$ cat config.mk
export PLATFORM = sky130hd
export DESIGN_NAME = battery_health_estimator_core
export DESIGN_NICKNAME = d
export VERILOG_FILES = /design/src/hdl/bhe_pkg.sv /design/src/hdl/battery_health_estimator_core.sv /design/src/hdl/bhe_front.sv /design/src/hdl/bhe_fifo.sv /design/src/hdl/bhe_div.sv /design/src/hdl/bhe_back.sv
export VERILOG_INCLUDE_DIRS = /design/src /design/src/hdl
export SDC_FILE = /design/constraint.sdc
export NUM_CORES = 2
export LEC_CHECK = 0
export BUFFER_PORTS_ARGS = -buffer_cell sky130_fd_sc_hd__buf_2
export CAP_MARGIN = 5
export CORE_MARGIN = 1
export CORE_UTILIZATION = 55
export CTS_CLUSTER_DIAMETER = 40
export CTS_CLUSTER_SIZE = 40
export DETAILED_ROUTE_END_ITERATION = 7
export GPL_ROUTABILITY_DRIVEN = 1
export HOLD_SLACK_MARGIN = 0.02
export PLACE_DENSITY = 0.72
export SETUP_SLACK_MARGIN = 0.5
export SLEW_MARGIN = 20
export SYNTH_ARGS = -nofsm -noshare
export SYNTH_HDL_FRONTEND = slang
export SYNTH_HIERARCHICAL = 1
export SYNTH_SLANG_ARGS = --single-unit
$ cat constraint.sdc
create_clock -name clk -period 33.6 [get_ports clk]
set_clock_uncertainty 0.2 [all_clocks]
set_input_delay 3.36 -clock clk [delete_from_list [all_inputs] [get_ports clk]]
set_output_delay 3.36 -clock clk [all_outputs]
set_load 0.005 [all_outputs]
$ cat src/hdl/battery_health_estimator_core_assert.svh
// assertion macros for the battery health estimator core
// used by battery_health_estimator_core.sv, needs a clock and an active-low reset
`ifndef BATTERY_HEALTH_ESTIMATOR_CORE_ASSERT_SVH
`define BATTERY_HEALTH_ESTIMATOR_CORE_ASSERT_SVH

// same-cycle implication
`define BHE_ASSERT_IMP(lbl, ck, rn, ante, cons) \
	lbl: assert property (@(posedge ck) disable iff (!rn) (ante) |-> (cons)) \
		else $error("bhe assertion failed");

// next-cycle implication
`define BHE_ASSERT_NXT(lbl, ck, rn, ante, cons) \
	lbl: assert property (@(posedge ck) disable iff (!rn) (ante) |=> (cons)) \
		else $error("bhe assertion failed");

`endif

$ cat src/hdl/bhe_pkg.sv
// shared types, widths and constants of the battery health estimator
// no dependencies; used by every module of the block
`timescale 1ns / 1ps
`default_nettype none

package bhe_pkg;

	localparam int CODE_W = 3;
	localparam int PCT_W = 7;
	localparam int UAH_W = 32;
	localparam int TOT_P_W = 16;
	localparam int TOT_U_W = 48;
	localparam int EST_W = 24;
	localparam int HLTH_W = 16;
	localparam int CAP_W = 16;
	localparam int MIN_W = 8;
	localparam int CFG_IDX_W = 1;
	localparam int CFG_DATA_W = 16;

	localparam int DIV_NUM_W = 56;
	localparam int DIV_DEN_W = 32;
	localparam int DIV_CNT_W = $clog2(DIV_NUM_W);

	localparam int FIFO_DEPTH = 2;
	localparam int FIFO_PTR_W = $clog2(FIFO_DEPTH);
	localparam int FIFO_CNT_W = $clog2(FIFO_DEPTH + 1);

	localparam logic [TOT_P_W-1:0] PCT_MAX = '1;
	localparam logic [TOT_U_W-1:0] UAH_MAX = '1;
	localparam logic [EST_W-1:0] EST_MAX = '1;
	localparam logic [HLTH_W-1:0] HLTH_MAX = '1;

	localparam logic [CAP_W-1:0] DESIGN_CAP_RST = 16'd5000;
	localparam logic [MIN_W-1:0] MIN_PCT_RST = 8'd30;

	localparam logic [CFG_IDX_W-1:0] CFG_DESIGN_CAP = 1'b0;
	localparam logic [CFG_IDX_W-1:0] CFG_MIN_PCT = 1'b1;

	localparam logic [CODE_W-1:0] STAT_UNKNOWN = 3'd0;
	localparam logic [CODE_W-1:0] STAT_DISCHARGING = 3'd1;
	localparam logic [CODE_W-1:0] STAT_CHARGING = 3'd2;
	localparam logic [CODE_W-1:0] STAT_FULL = 3'd3;
	localparam logic [CODE_W-1:0] STAT_NOT_CHARGING = 3'd4;

	typedef enum logic [2:0] {
		EV_CLOSED = 3'd0,
		EV_START = 3'd1,
		EV_REBASE = 3'd2,
		EV_SAME = 3'd3,
		EV_ACCUM = 3'd4,
		EV_EST = 3'd5
	} event_t;

	typedef struct packed {
		event_t kind;
		logic [CODE_W-1:0] state;
		logic [TOT_P_W-1:0] tot_pct;
		logic [TOT_U_W-1:0] tot_uah;
	} entry_t;

	function automatic logic [CODE_W-1:0] decode_status(input logic [CODE_W-1:0] code);
		logic [CODE_W-1:0] res;
		unique case (code) inside
			STAT_UNKNOWN, STAT_DISCHARGING, STAT_CHARGING, STAT_FULL,
			STAT_NOT_CHARGING: res = code;
			default: res = STAT_UNKNOWN;
		endcase
		return res;
	endfunction

endpackage

`default_nettype wire

$ cat src/hdl/battery_health_estimator_core.sv
// Battery health estimator, top level.
// Input channel: one fuel-gauge sample per word (status_code, capacity_percent,
// charge_counter_uah), taken at a clock edge with in_valid high and in_stall low.
// Output channel: exactly one result word per sample, in order, on out_valid and
// out_stall, with the totals and the last capacity and health estimates.
// Configuration: cfg_we writes cfg_data to register cfg_index (0 design capacity
// in mAh, 1 minimum accumulated percent); write only while the block is idle.
// A two-word queue parts the classifying front end from the back end, so
// samples keep being taken while a result waits to be read.
// A sample that does not update the estimate goes from the queue straight into
// the output word, with the queue empty and the output free. A sample that
// updates the estimate passes the back-end states prep, load, run and fin, while
// the 56-step bit-serial dividers for capacity and health run side by side.
// Throughput: one sample a cycle while no estimate is due and out_stall is low;
// no word leaves the queue while an estimate runs; in_stall rises when the queue is full.
// Reset clears the reference point, the totals and the estimates and restores the
// register defaults (5000 mAh, 30 percent). When the receiver stalls the result
// word holds, the queue fills, and then in_stall is raised.
`timescale 1ns / 1ps
`default_nettype none

`include "battery_health_estimator_core_assert.svh"

module battery_health_estimator_core (
	input wire logic clk,
	input wire logic arst_n,
	input wire logic in_valid,
	output logic in_stall,
	input wire logic [bhe_pkg::CODE_W-1:0] status_code,
	input wire logic [bhe_pkg::PCT_W-1:0] capacity_percent,
	input wire logic [bhe_pkg::UAH_W-1:0] charge_counter_uah,
	output logic out_valid,
	input wire logic out_stall,
	output logic [2:0] event_kind,
	output logic [bhe_pkg::CODE_W-1:0] battery_state,
	output logic [bhe_pkg::TOT_P_W-1:0] accumulated_percent,
	output logic [bhe_pkg::TOT_U_W-1:0] accumulated_uah,
	output logic [bhe_pkg::EST_W-1:0] estimated_capacity_mah,
	output logic [bhe_pkg::HLTH_W-1:0] health_tenths,
	input wire logic cfg_we,
	input wire logic [bhe_pkg::CFG_IDX_W-1:0] cfg_index,
	input wire logic [bhe_pkg::CFG_DATA_W-1:0] cfg_data
);

	logic [bhe_pkg::CAP_W-1:0] design_cap_q;
	logic [bhe_pkg::MIN_W-1:0] min_pct_q;

	logic accept;
	logic fifo_full;
	logic fifo_empty;
	logic pop;
	bhe_pkg::entry_t front_entry;
	bhe_pkg::entry_t head_entry;

	assign in_stall = fifo_full;
	assign accept = in_valid && !fifo_full;

	always_ff @(posedge clk or negedge arst_n) begin
		if (!arst_n) begin
			design_cap_q <= bhe_pkg::DESIGN_CAP_RST;
			min_pct_q <= bhe_pkg::MIN_PCT_RST;
		end else if (cfg_we) begin
			unique case (cfg_index)
				bhe_pkg::CFG_DESIGN_CAP: design_cap_q <= cfg_data[bhe_pkg::CAP_W-1:0];
				bhe_pkg::CFG_MIN_PCT: min_pct_q <= cfg_data[bhe_pkg::MIN_W-1:0];
				default: begin
				end
			endcase
		end
	end

	bhe_front u_front (
		.clk(clk),
		.arst_n(arst_n),
		.accept(accept),
		.status_code(status_code),
		.capacity_percent(capacity_percent),
		.charge_counter_uah(charge_counter_uah),
		.min_pct(min_pct_q),
		.entry(front_entry)
	);

	bhe_fifo u_fifo (
		.clk(clk),
		.arst_n(arst_n),
		.push(accept),
		.wr_entry(front_entry),
		.pop(pop),
		.rd_entry(head_entry),
		.full(fifo_full),
		.empty(fifo_empty)
	);

	bhe_back u_back (
		.clk(clk),
		.arst_n(arst_n),
		.head(head_entry),
		.empty(fifo_empty),
		.design_cap(design_cap_q),
		.pop(pop),
		.out_valid(out_valid),
		.out_stall(out_stall),
		.event_kind(event_kind),
		.battery_state(battery_state),
		.accumulated_percent(accumulated_percent),
		.accumulated_uah(accumulated_uah),
		.estimated_capacity_mah(estimated_capacity_mah),
		.health_tenths(health_tenths)
	);

	// totals never shrink from one word to the next
	`BHE_ASSERT_NXT(a_pct_mono, clk, arst_n, out_valid && !out_stall, accumulated_percent >= $past(accumulated_percent))
	`BHE_ASSERT_NXT(a_uah_mono, clk, arst_n, out_valid && !out_stall, accumulated_uah >= $past(accumulated_uah))
	// any state but discharging closes the segment
	`BHE_ASSERT_IMP(a_closed, clk, arst_n, out_valid && battery_state != bhe_pkg::STAT_DISCHARGING, event_kind == bhe_pkg::EV_CLOSED)

endmodule

`default_nettype wire

$ cat src/hdl/bhe_front.sv
// front end: classifies each sample against the reference point and keeps the totals
// depends on bhe_pkg
`timescale 1ns / 1ps
`default_nettype none

module bhe_front (
	input wire logic clk,
	input wire logic arst_n,
	input wire logic accept,
	input wire logic [bhe_pkg::CODE_W-1:0] status_code,
	input wire logic [bhe_pkg::PCT_W-1:0] capacity_percent,
	input wire logic [bhe_pkg::UAH_W-1:0] charge_counter_uah,
	input wire logic [bhe_pkg::MIN_W-1:0] min_pct,
	output bhe_pkg::entry_t entry
);

	logic ref_valid_q;
	logic [bhe_pkg::PCT_W-1:0] ref_pct_q;
	logic [bhe_pkg::UAH_W-1:0] ref_uah_q;
	logic [bhe_pkg::TOT_P_W-1:0] tot_pct_q;
	logic [bhe_pkg::TOT_U_W-1:0] tot_uah_q;

	logic nxt_ref_valid;
	logic nxt_ref_load;
	logic [bhe_pkg::CODE_W-1:0] state;
	bhe_pkg::event_t kind;
	logic [bhe_pkg::PCT_W-1:0] dp;
	logic [bhe_pkg::UAH_W-1:0] du;
	logic [bhe_pkg::TOT_P_W:0] tp;
	logic [bhe_pkg::TOT_U_W:0] tu;
	logic [bhe_pkg::TOT_P_W-1:0] nxt_tot_pct;
	logic [bhe_pkg::TOT_U_W-1:0] nxt_tot_uah;

	assign state = bhe_pkg::decode_status(status_code);
	assign dp = ref_pct_q - capacity_percent;
	assign du = ref_uah_q - charge_counter_uah;
	assign tp = {1'b0, tot_pct_q} + {{(bhe_pkg::TOT_P_W + 1 - bhe_pkg::PCT_W){1'b0}}, dp};
	assign tu = {1'b0, tot_uah_q} + {{(bhe_pkg::TOT_U_W + 1 - bhe_pkg::UAH_W){1'b0}}, du};

	always_comb begin
		nxt_ref_valid = ref_valid_q;
		nxt_ref_load = 1'b0;
		nxt_tot_pct = tot_pct_q;
		nxt_tot_uah = tot_uah_q;
		if (state != bhe_pkg::STAT_DISCHARGING) begin
			nxt_ref_valid = 1'b0;
			kind = bhe_pkg::EV_CLOSED;
		end else if (!ref_valid_q) begin
			nxt_ref_valid = 1'b1;
			nxt_ref_load = 1'b1;
			kind = bhe_pkg::EV_START;
		end else if (capacity_percent > ref_pct_q || charge_counter_uah > ref_uah_q) begin
			nxt_ref_load = 1'b1;
			kind = bhe_pkg::EV_REBASE;
		end else if (capacity_percent == ref_pct_q || charge_counter_uah == ref_uah_q) begin
			kind = bhe_pkg::EV_SAME;
		end else begin
			nxt_ref_load = 1'b1;
			nxt_tot_pct = tp[bhe_pkg::TOT_P_W] ? bhe_pkg::PCT_MAX : tp[bhe_pkg::TOT_P_W-1:0];
			nxt_tot_uah = tu[bhe_pkg::TOT_U_W] ? bhe_pkg::UAH_MAX : tu[bhe_pkg::TOT_U_W-1:0];
			if (nxt_tot_pct >= {{(bhe_pkg::TOT_P_W - bhe_pkg::MIN_W){1'b0}}, min_pct}) begin
				kind = bhe_pkg::EV_EST;
			end else begin
				kind = bhe_pkg::EV_ACCUM;
			end
		end
	end

	always_comb begin
		entry.kind = kind;
		entry.state = state;
		entry.tot_pct = nxt_tot_pct;
		entry.tot_uah = nxt_tot_uah;
	end

	always_ff @(posedge clk or negedge arst_n) begin
		if (!arst_n) begin
			ref_valid_q <= 1'b0;
			ref_pct_q <= '0;
			ref_uah_q <= '0;
			tot_pct_q <= '0;
			tot_uah_q <= '0;
		end else if (accept) begin
			ref_valid_q <= nxt_ref_valid;
			tot_pct_q <= nxt_tot_pct;
			tot_uah_q <= nxt_tot_uah;
			if (nxt_ref_load) begin
				ref_pct_q <= capacity_percent;
				ref_uah_q <= charge_counter_uah;
			end
		end
	end

endmodule

`default_nettype wire

$ cat src/hdl/bhe_fifo.sv
// short queue of classified words between the front end and the back end
// depends on bhe_pkg
`timescale 1ns / 1ps
`default_nettype none

module bhe_fifo (
	input wire logic clk,
	input wire logic arst_n,
	input wire logic push,
	input wire bhe_pkg::entry_t wr_entry,
	input wire logic pop,
	output bhe_pkg::entry_t rd_entry,
	output logic full,
	output logic empty
);

	bhe_pkg::entry_t mem_q [bhe_pkg::FIFO_DEPTH];
	logic [bhe_pkg::FIFO_PTR_W-1:0] wr_ptr_q;
	logic [bhe_pkg::FIFO_PTR_W-1:0] rd_ptr_q;
	logic [bhe_pkg::FIFO_CNT_W-1:0] cnt_q;

	assign full = (cnt_q == bhe_pkg::FIFO_CNT_W'(bhe_pkg::FIFO_DEPTH));
	assign empty = (cnt_q == '0);
	assign rd_entry = mem_q[rd_ptr_q];

	always_ff @(posedge clk) begin
		if (push) begin
			mem_q[wr_ptr_q] <= wr_entry;
		end
	end

	always_ff @(posedge clk or negedge arst_n) begin
		if (!arst_n) begin
			wr_ptr_q <= '0;
			rd_ptr_q <= '0;
			cnt_q <= '0;
		end else begin
			if (push) begin
				wr_ptr_q <= (wr_ptr_q == bhe_pkg::FIFO_PTR_W'(bhe_pkg::FIFO_DEPTH - 1)) ?
					'0 : wr_ptr_q + 1'b1;
			end
			if (pop) begin
				rd_ptr_q <= (rd_ptr_q == bhe_pkg::FIFO_PTR_W'(bhe_pkg::FIFO_DEPTH - 1)) ?
					'0 : rd_ptr_q + 1'b1;
			end
			if (push && !pop) begin
				cnt_q <= cnt_q + 1'b1;
			end else if (pop && !push) begin
				cnt_q <= cnt_q - 1'b1;
			end
		end
	end

endmodule

`default_nettype wire

$ cat src/hdl/bhe_div.sv
// restoring divider, one quotient bit per cycle
// depends on bhe_pkg
`timescale 1ns / 1ps
`default_nettype none

module bhe_div (
	input wire logic clk,
	input wire logic arst_n,
	input wire logic start,
	input wire logic [bhe_pkg::DIV_NUM_W-1:0] num,
	input wire logic [bhe_pkg::DIV_DEN_W-1:0] den,
	output logic busy,
	output logic [bhe_pkg::DIV_NUM_W-1:0] quo
);

	logic busy_q;
	logic [bhe_pkg::DIV_CNT_W-1:0] cnt_q;
	logic [bhe_pkg::DIV_DEN_W-1:0] rem_q;
	logic [bhe_pkg::DIV_DEN_W-1:0] den_q;
	logic [bhe_pkg::DIV_NUM_W-1:0] quo_q;

	logic [bhe_pkg::DIV_DEN_W:0] shifted;
	logic [bhe_pkg::DIV_DEN_W+1:0] diff;
	logic neg;

	assign shifted = {rem_q, quo_q[bhe_pkg::DIV_NUM_W-1]};
	assign diff = {1'b0, shifted} - {2'b00, den_q};
	assign neg = diff[bhe_pkg::DIV_DEN_W+1];
	assign busy = busy_q;
	assign quo = quo_q;

	always_ff @(posedge clk) begin
		if (start) begin
			rem_q <= '0;
			den_q <= den;
			quo_q <= num;
		end else if (busy_q) begin
			rem_q <= neg ? shifted[bhe_pkg::DIV_DEN_W-1:0] : diff[bhe_pkg::DIV_DEN_W-1:0];
			quo_q <= {quo_q[bhe_pkg::DIV_NUM_W-2:0], ~neg};
		end
	end

	always_ff @(posedge clk or negedge arst_n) begin
		if (!arst_n) begin
			busy_q <= 1'b0;
			cnt_q <= '0;
		end else if (start) begin
			busy_q <= 1'b1;
			cnt_q <= '0;
		end else if (busy_q) begin
			cnt_q <= cnt_q + 1'b1;
			if (cnt_q == bhe_pkg::DIV_CNT_W'(bhe_pkg::DIV_NUM_W - 1)) begin
				busy_q <= 1'b0;
			end
		end
	end

endmodule

`default_nettype wire

$ cat src/hdl/bhe_back.sv
// back end: runs the capacity and health divisions and holds the output word
// depends on bhe_pkg and bhe_div
`timescale 1ns / 1ps
`default_nettype none

module bhe_back (
	input wire logic clk,
	input wire logic arst_n,
	input wire bhe_pkg::entry_t head,
	input wire logic empty,
	input wire logic [bhe_pkg::CAP_W-1:0] design_cap,
	output logic pop,
	output logic out_valid,
	input wire logic out_stall,
	output logic [2:0] event_kind,
	output logic [bhe_pkg::CODE_W-1:0] battery_state,
	output logic [bhe_pkg::TOT_P_W-1:0] accumulated_percent,
	output logic [bhe_pkg::TOT_U_W-1:0] accumulated_uah,
	output logic [bhe_pkg::EST_W-1:0] estimated_capacity_mah,
	output logic [bhe_pkg::HLTH_W-1:0] health_tenths
);

	typedef enum logic [2:0] {
		B_IDLE,
		B_PREP,
		B_LOAD,
		B_RUN,
		B_FIN
	} bstate_t;

	bstate_t state_q;
	bhe_pkg::entry_t item_q;
	logic out_valid_q;
	logic [bhe_pkg::EST_W-1:0] est_q;
	logic [bhe_pkg::HLTH_W-1:0] hlth_q;
	logic [bhe_pkg::DIV_NUM_W-1:0] num_e_q;
	logic [bhe_pkg::DIV_DEN_W-1:0] den_e_q;
	logic [bhe_pkg::DIV_NUM_W-1:0] num_h_q;
	logic [bhe_pkg::DIV_DEN_W-1:0] den_h_q;

	logic [2:0] kind_q;
	logic [bhe_pkg::CODE_W-1:0] bstate_q;
	logic [bhe_pkg::TOT_P_W-1:0] pct_q;
	logic [bhe_pkg::TOT_U_W-1:0] uah_q;
	logic [bhe_pkg::EST_W-1:0] est_out_q;
	logic [bhe_pkg::HLTH_W-1:0] hlth_out_q;

	logic slot_free;
	logic div_start;
	logic busy_e;
	logic busy_h;
	logic [bhe_pkg::DIV_NUM_W-1:0] quo_e;
	logic [bhe_pkg::DIV_NUM_W-1:0] quo_h;
	logic [bhe_pkg::EST_W-1:0] est_sat;
	logic [bhe_pkg::HLTH_W-1:0] hlth_sat;
	logic [bhe_pkg::DIV_NUM_W-1:0] uah_ext;
	logic [bhe_pkg::DIV_NUM_W-1:0] uah_x100;
	logic [bhe_pkg::DIV_DEN_W-1:0] pct_x10;
	logic [bhe_pkg::DIV_DEN_W-1:0] pct_x_cap;

	assign slot_free = !out_valid_q || !out_stall;
	assign pop = (state_q == B_IDLE) && !empty && slot_free;
	assign div_start = (state_q == B_LOAD);

	assign uah_ext = {{(bhe_pkg::DIV_NUM_W - bhe_pkg::TOT_U_W){1'b0}}, item_q.tot_uah};
	// x100 as 64 + 32 + 4
	assign uah_x100 = (uah_ext << 6) + (uah_ext << 5) + (uah_ext << 2);
	assign pct_x10 = ({{(bhe_pkg::DIV_DEN_W - bhe_pkg::TOT_P_W){1'b0}}, item_q.tot_pct} << 3)
		+ ({{(bhe_pkg::DIV_DEN_W - bhe_pkg::TOT_P_W){1'b0}}, item_q.tot_pct} << 1);
	assign pct_x_cap = {{(bhe_pkg::DIV_DEN_W - bhe_pkg::TOT_P_W){1'b0}}, item_q.tot_pct}
		* {{(bhe_pkg::DIV_DEN_W - bhe_pkg::CAP_W){1'b0}}, design_cap};

	assign est_sat = (|quo_e[bhe_pkg::DIV_NUM_W-1:bhe_pkg::EST_W]) ?
		bhe_pkg::EST_MAX : quo_e[bhe_pkg::EST_W-1:0];
	assign hlth_sat = (|quo_h[bhe_pkg::DIV_NUM_W-1:bhe_pkg::HLTH_W]) ?
		bhe_pkg::HLTH_MAX : quo_h[bhe_pkg::HLTH_W-1:0];

	bhe_div u_div_est (
		.clk(clk),
		.arst_n(arst_n),
		.start(div_start),
		.num(num_e_q),
		.den(den_e_q),
		.busy(busy_e),
		.quo(quo_e)
	);

	bhe_div u_div_hlth (
		.clk(clk),
		.arst_n(arst_n),
		.start(div_start),
		.num(num_h_q),
		.den(den_h_q),
		.busy(busy_h),
		.quo(quo_h)
	);

	always_ff @(posedge clk) begin
		if (pop) begin
			item_q <= head;
		end
		if (state_q == B_PREP) begin
			num_e_q <= uah_ext;
			den_e_q <= pct_x10;
			num_h_q <= uah_x100;
			den_h_q <= pct_x_cap;
		end
		if (pop && head.kind != bhe_pkg::EV_EST) begin
			kind_q <= head.kind;
			bstate_q <= head.state;
			pct_q <= head.tot_pct;
			uah_q <= head.tot_uah;
			est_out_q <= est_q;
			hlth_out_q <= hlth_q;
		end else if (state_q == B_FIN && slot_free) begin
			kind_q <= item_q.kind;
			bstate_q <= item_q.state;
			pct_q <= item_q.tot_pct;
			uah_q <= item_q.tot_uah;
			est_out_q <= est_sat;
			hlth_out_q <= hlth_sat;
		end
	end

	always_ff @(posedge clk or negedge arst_n) begin
		if (!arst_n) begin
			state_q <= B_IDLE;
			out_valid_q <= 1'b0;
			est_q <= '0;
			hlth_q <= '0;
		end else begin
			if (out_valid_q && !out_stall) begin
				out_valid_q <= 1'b0;
			end
			unique case (state_q)
				B_IDLE: begin
					if (pop) begin
						if (head.kind == bhe_pkg::EV_EST) begin
							state_q <= B_PREP;
						end else begin
							out_valid_q <= 1'b1;
						end
					end
				end
				B_PREP: begin
					state_q <= B_LOAD;
				end
				B_LOAD: begin
					state_q <= B_RUN;
				end
				B_RUN: begin
					if (!busy_e && !busy_h) begin
						state_q <= B_FIN;
					end
				end
				B_FIN: begin
					if (slot_free) begin
						est_q <= est_sat;
						hlth_q <= hlth_sat;
						out_valid_q <= 1'b1;
						state_q <= B_IDLE;
					end
				end
				default: begin
					state_q <= B_IDLE;
				end
			endcase
		end
	end

	assign out_valid = out_valid_q;
	assign event_kind = kind_q;
	assign battery_state = bstate_q;
	assign accumulated_percent = pct_q;
	assign accumulated_uah = uah_q;
	assign estimated_capacity_mah = est_out_q;
	assign health_tenths = hlth_out_q;

endmodule

`default_nettype wire
==> results.md <==
* Status: complete, no violations
* HP Class: reg -> reg
* Commonest cells post-synth: 650 x nand2_1, 645 x edfxtp_1, 435 x inv_1
* Vias per cell at roughly 5.8
* Num CTS Buffers at 117
* Die Y at 320 µm
* Global-route wire length before repair at 199 mm
* Count of cell types in the netlist at approximately 110
* TritonCTS clock tree: built
* Post-synth top area cell: edfxtp_1
* Clock power frac at 21.4%
* Fin Setup TNS at 0 ns
* Fillers at between 8000 and 9000
* WL final at 124 mm
* Worst Setup Path Type: in -> reg
* # DRC at 0
* Core ar. at about 100000 µm²
* Initial Util at 55.6%
* FF-to-FF Start: u_back/item_q[53]$_DFFE_PP_
* Post-Syn Area at 55700 µm²
* Antenna-violating nets left at 0
* Slew headroom at 29.5%
* Io pins at 176
* Row Count at about 120
* Highest ir drop seen on vdd at between 150 and 200 µV
* PostCTS Resize Cnt at 0
* Hold wc startpoint: u_back/den_e_q[2]$_DFFE_PP_
* Post-DR wirelength/cell at about 19 µm
* Top FF cell, synth: edfxtp_1
* Final worst-path cycle share at about 25%
* Flop pwr share at 28.1%
* Pint at 0.00357 W
* Chip Width at about 320 µm
* Placer Congestion at 0.884
* DR pass1 iterations at 5
* Synth async-reset ratio at 21.1%
* Die ar. at 103000 µm²
* Fraction of layout cells with a size suffix above 1 at 14.1%
* FF+latch count, synth at 899
* Iter 0 DRT Violations at around 3200
* Critical Path Start: charge_counter_uah[1]
* Crit path max fanout at 35
* CP startpoint kind: input pin
* RSZ-0062 raised after global routing: no
* Final Hold Vio Count at 0
* Initial antenna violation count at 4
* Mapped Cells at 5067
* Net Sw Frac at 41.0%
* Yosys warnings at 6
* Highest Clock Rate at 120 MHz
* CTS max path bufs at 3
* Setup Fix Bufs, Post-CTS at 0
* Pins Over Slew Limit at 0
* Max_cap viols at 0
* GRT Overall Usage at 24.3%
* Dpl hpwl at between 80 and 90 mm
* CP arrival at approximately 8.6 ns
* Port buffer count at 175
* Area delta synth->final at 11.0%
* EDFF count, synth at 645
* Worst path required time at around 34 ns
* Worst-Skew Late Latency at 0.72 ns
* Top-count cell post-synth: nand2_1
* CTS H-tree depth at 3
* Largest net degree at the start of global routing at between 150 and 200
* Clk slew on worst S/H paths at 0.06 ns
* Vias in the first global route at 36900
* Post-Syn Area per Cell at 11.0 µm²
* Synth area leaders: edfxtp_1 35%, fa_1 8.8%, dfrtp_1 8.1%
* Pleak at 25.8 nW
* CTS Hold Bufs at 0
* Clock root buffer: clkbuf_16
* Crit end category: flop
* Hold slack at 0.215 ns
* Synth top area share at about a third
* Comb power frac at between 50% and 60%
* Sequential element share of the synthesized area at a little under half
* Final #Nets at 5847
* Net Switching at 0.00247 W
* Via count at 38100
* CTS Sinks at around 900
* Worst-margin pin slew at 1.05 ns
* Setup violators final at 0
* GRT Residual Overflow at 0
* Tmin final at 8.34 ns
* Power per Cell Area at 97.7 nW/µm²
## registers in the layout, indices dropped and copies added (netlist names), 7 cells and up
register	cells
u_back/health_tenths	16
u_back/den_e_q	19
u_back/num_h_q	53
u_back/num_e_q	45
u_front/ref_pct_q	7
u_back/accumulated_uah	48
min_pct_q	8
u_front/ref_uah_q	32
u_back/u_div_est/rem_q	32
u_back/accumulated_percent	16
u_back/u_div_hlth/rem_q	32
u_back/u_div_hlth/den_q	32
u_back/hlth_q	16
u_back/u_div_est/quo	56
u_back/estimated_capacity_mah	24
u_back/est_q	24
u_fifo/mem_q	140
u_back/u_div_est/den_q	32
u_back/u_div_hlth/quo	56
u_front/tot_uah_q	48
u_back/item_q	70
u_front/tot_pct_q	16
design_cap_q	16
u_back/den_h_q	32
## logic make-up (layout without fill, tap and decap cells)
family          count (synthesis)  count (layout)  share of synthesized area, %
flops                         899             899                          45.6
xor+xnor                      213             213                          3.35
buf+inv                       643             870                          4.73
mux                           277             277                          6.10
simple gates                 1484            1484                          12.1
compound gates                979             979                          11.9
other cells                     1              25                       0.00673
fa+ha+maj                     571             571                          16.1
## routing by layer
metal	global-route usage [%]	vias to the layer above	share of wire, %
met5	0	-	0.0056
met4	7.47	2	2.7
met3	4.31	182	6.8
met2	36.3	1217	44
met1	36.0	18500	47
li1	-	18200	-
## critical path: stages
cell	delay, ns
buf_2	0.11
inv_1	0.05
ha_1	0.28
nor2b_1	0.19
o2111ai_1	0.16
a21oi_1	0.28
nor2_1	0.14
o31ai_1	0.39
a21oi_1	0.18
o21ai_0	0.44
a31oi_1	0.18
xnor2_1	0.15
ha_1	0.42
nand2_1	0.08
o21ai_1	0.18
nand4_1	0.11
a21boi_1	0.18
a311oi_1	0.10
nand2_2	0.16
nand3_2	0.65
and3_1	0.52
a221oi_1	0.31
## power groups by stage
stage | clock network, W | logic [W] | registers, W
final | 0.00129 | 0.00305 | 0.00170
after global routing | 0.00136 | 0.00340 | 0.00172
after CTS | 0.00131 | 0.00302 | 0.00170
after detailed placement | 0 | 0.00299 | 0.00172
after global placement | 0 | 0.00292 | 0.00171
after floorplan | 0 | 0.00236 | 0.00165
## worst paths after layout
kind / endpoint / depth (start not counted) / slack (ns)
setup / recovery: u_fifo/mem_q[1][33]$_DFFE_PP_ / 22 / 25.26
hold / removal: u_back/u_div_est/den_q[2]$_DFFE_PP_ / 0 / 0.21
setup reg to reg: u_back/den_h_q[31]$_DFFE_PP_ / 22 / 26.40
hold reg to reg: u_back/u_div_est/den_q[2]$_DFFE_PP_ / 0 / 0.21
max in group asynchronous: u_back/u_div_est/busy$_DFF_PN0_ / 2 / 29.28
min in group asynchronous: design_cap_q[11]$_DFFE_PN0P_ / 1 / 2.51
## per-stage QoR
stage	worst slack, ns	instance area [µm²]	cells	total power, W	utilization [%]
after floorplan	21.28	55800	5090	0.00401	-
after global placement	24.76	57600	6391	0.00463	57.6
after detailed placement	24.61	57600	6391	0.00471	57.6
after CTS	25.34	61800	6615	0.00603	61.7
after global routing	24.83	61800	6615	0.00648	61.7
final	25.26	61800	6616	0.00604	61.8
## final cells by class
cell class	count	area [µm²]	area share, %
Sequential cell	899	25400	41.1
Inverter	436	1640	2.65
Clock buffer	133	3060	4.95
Timing Repair Buffer	210	1170	1.90
Clock inverter	91	1130	1.82
Tap cell	1298	1620	2.63
Multi-Input combinational cell	3548	27800	44.9
Antenna cell	1	2.50	0.00405
## cells in the final DEF, fill, tap and decap left out, drive strengths merged, types with 134 or more instances in the layout
cell	Yosys	routed
a21oi	319	319
buf	54	209
clkbuf	153	134
dfrtp	181	181
edfxtp	645	645
fa	246	246
ha	325	325
inv	436	480
mux2	263	263
nand2	651	651
nor2	321	321
o21ai	158	158
Note: power is estimated with default switching activity, not from simulation.
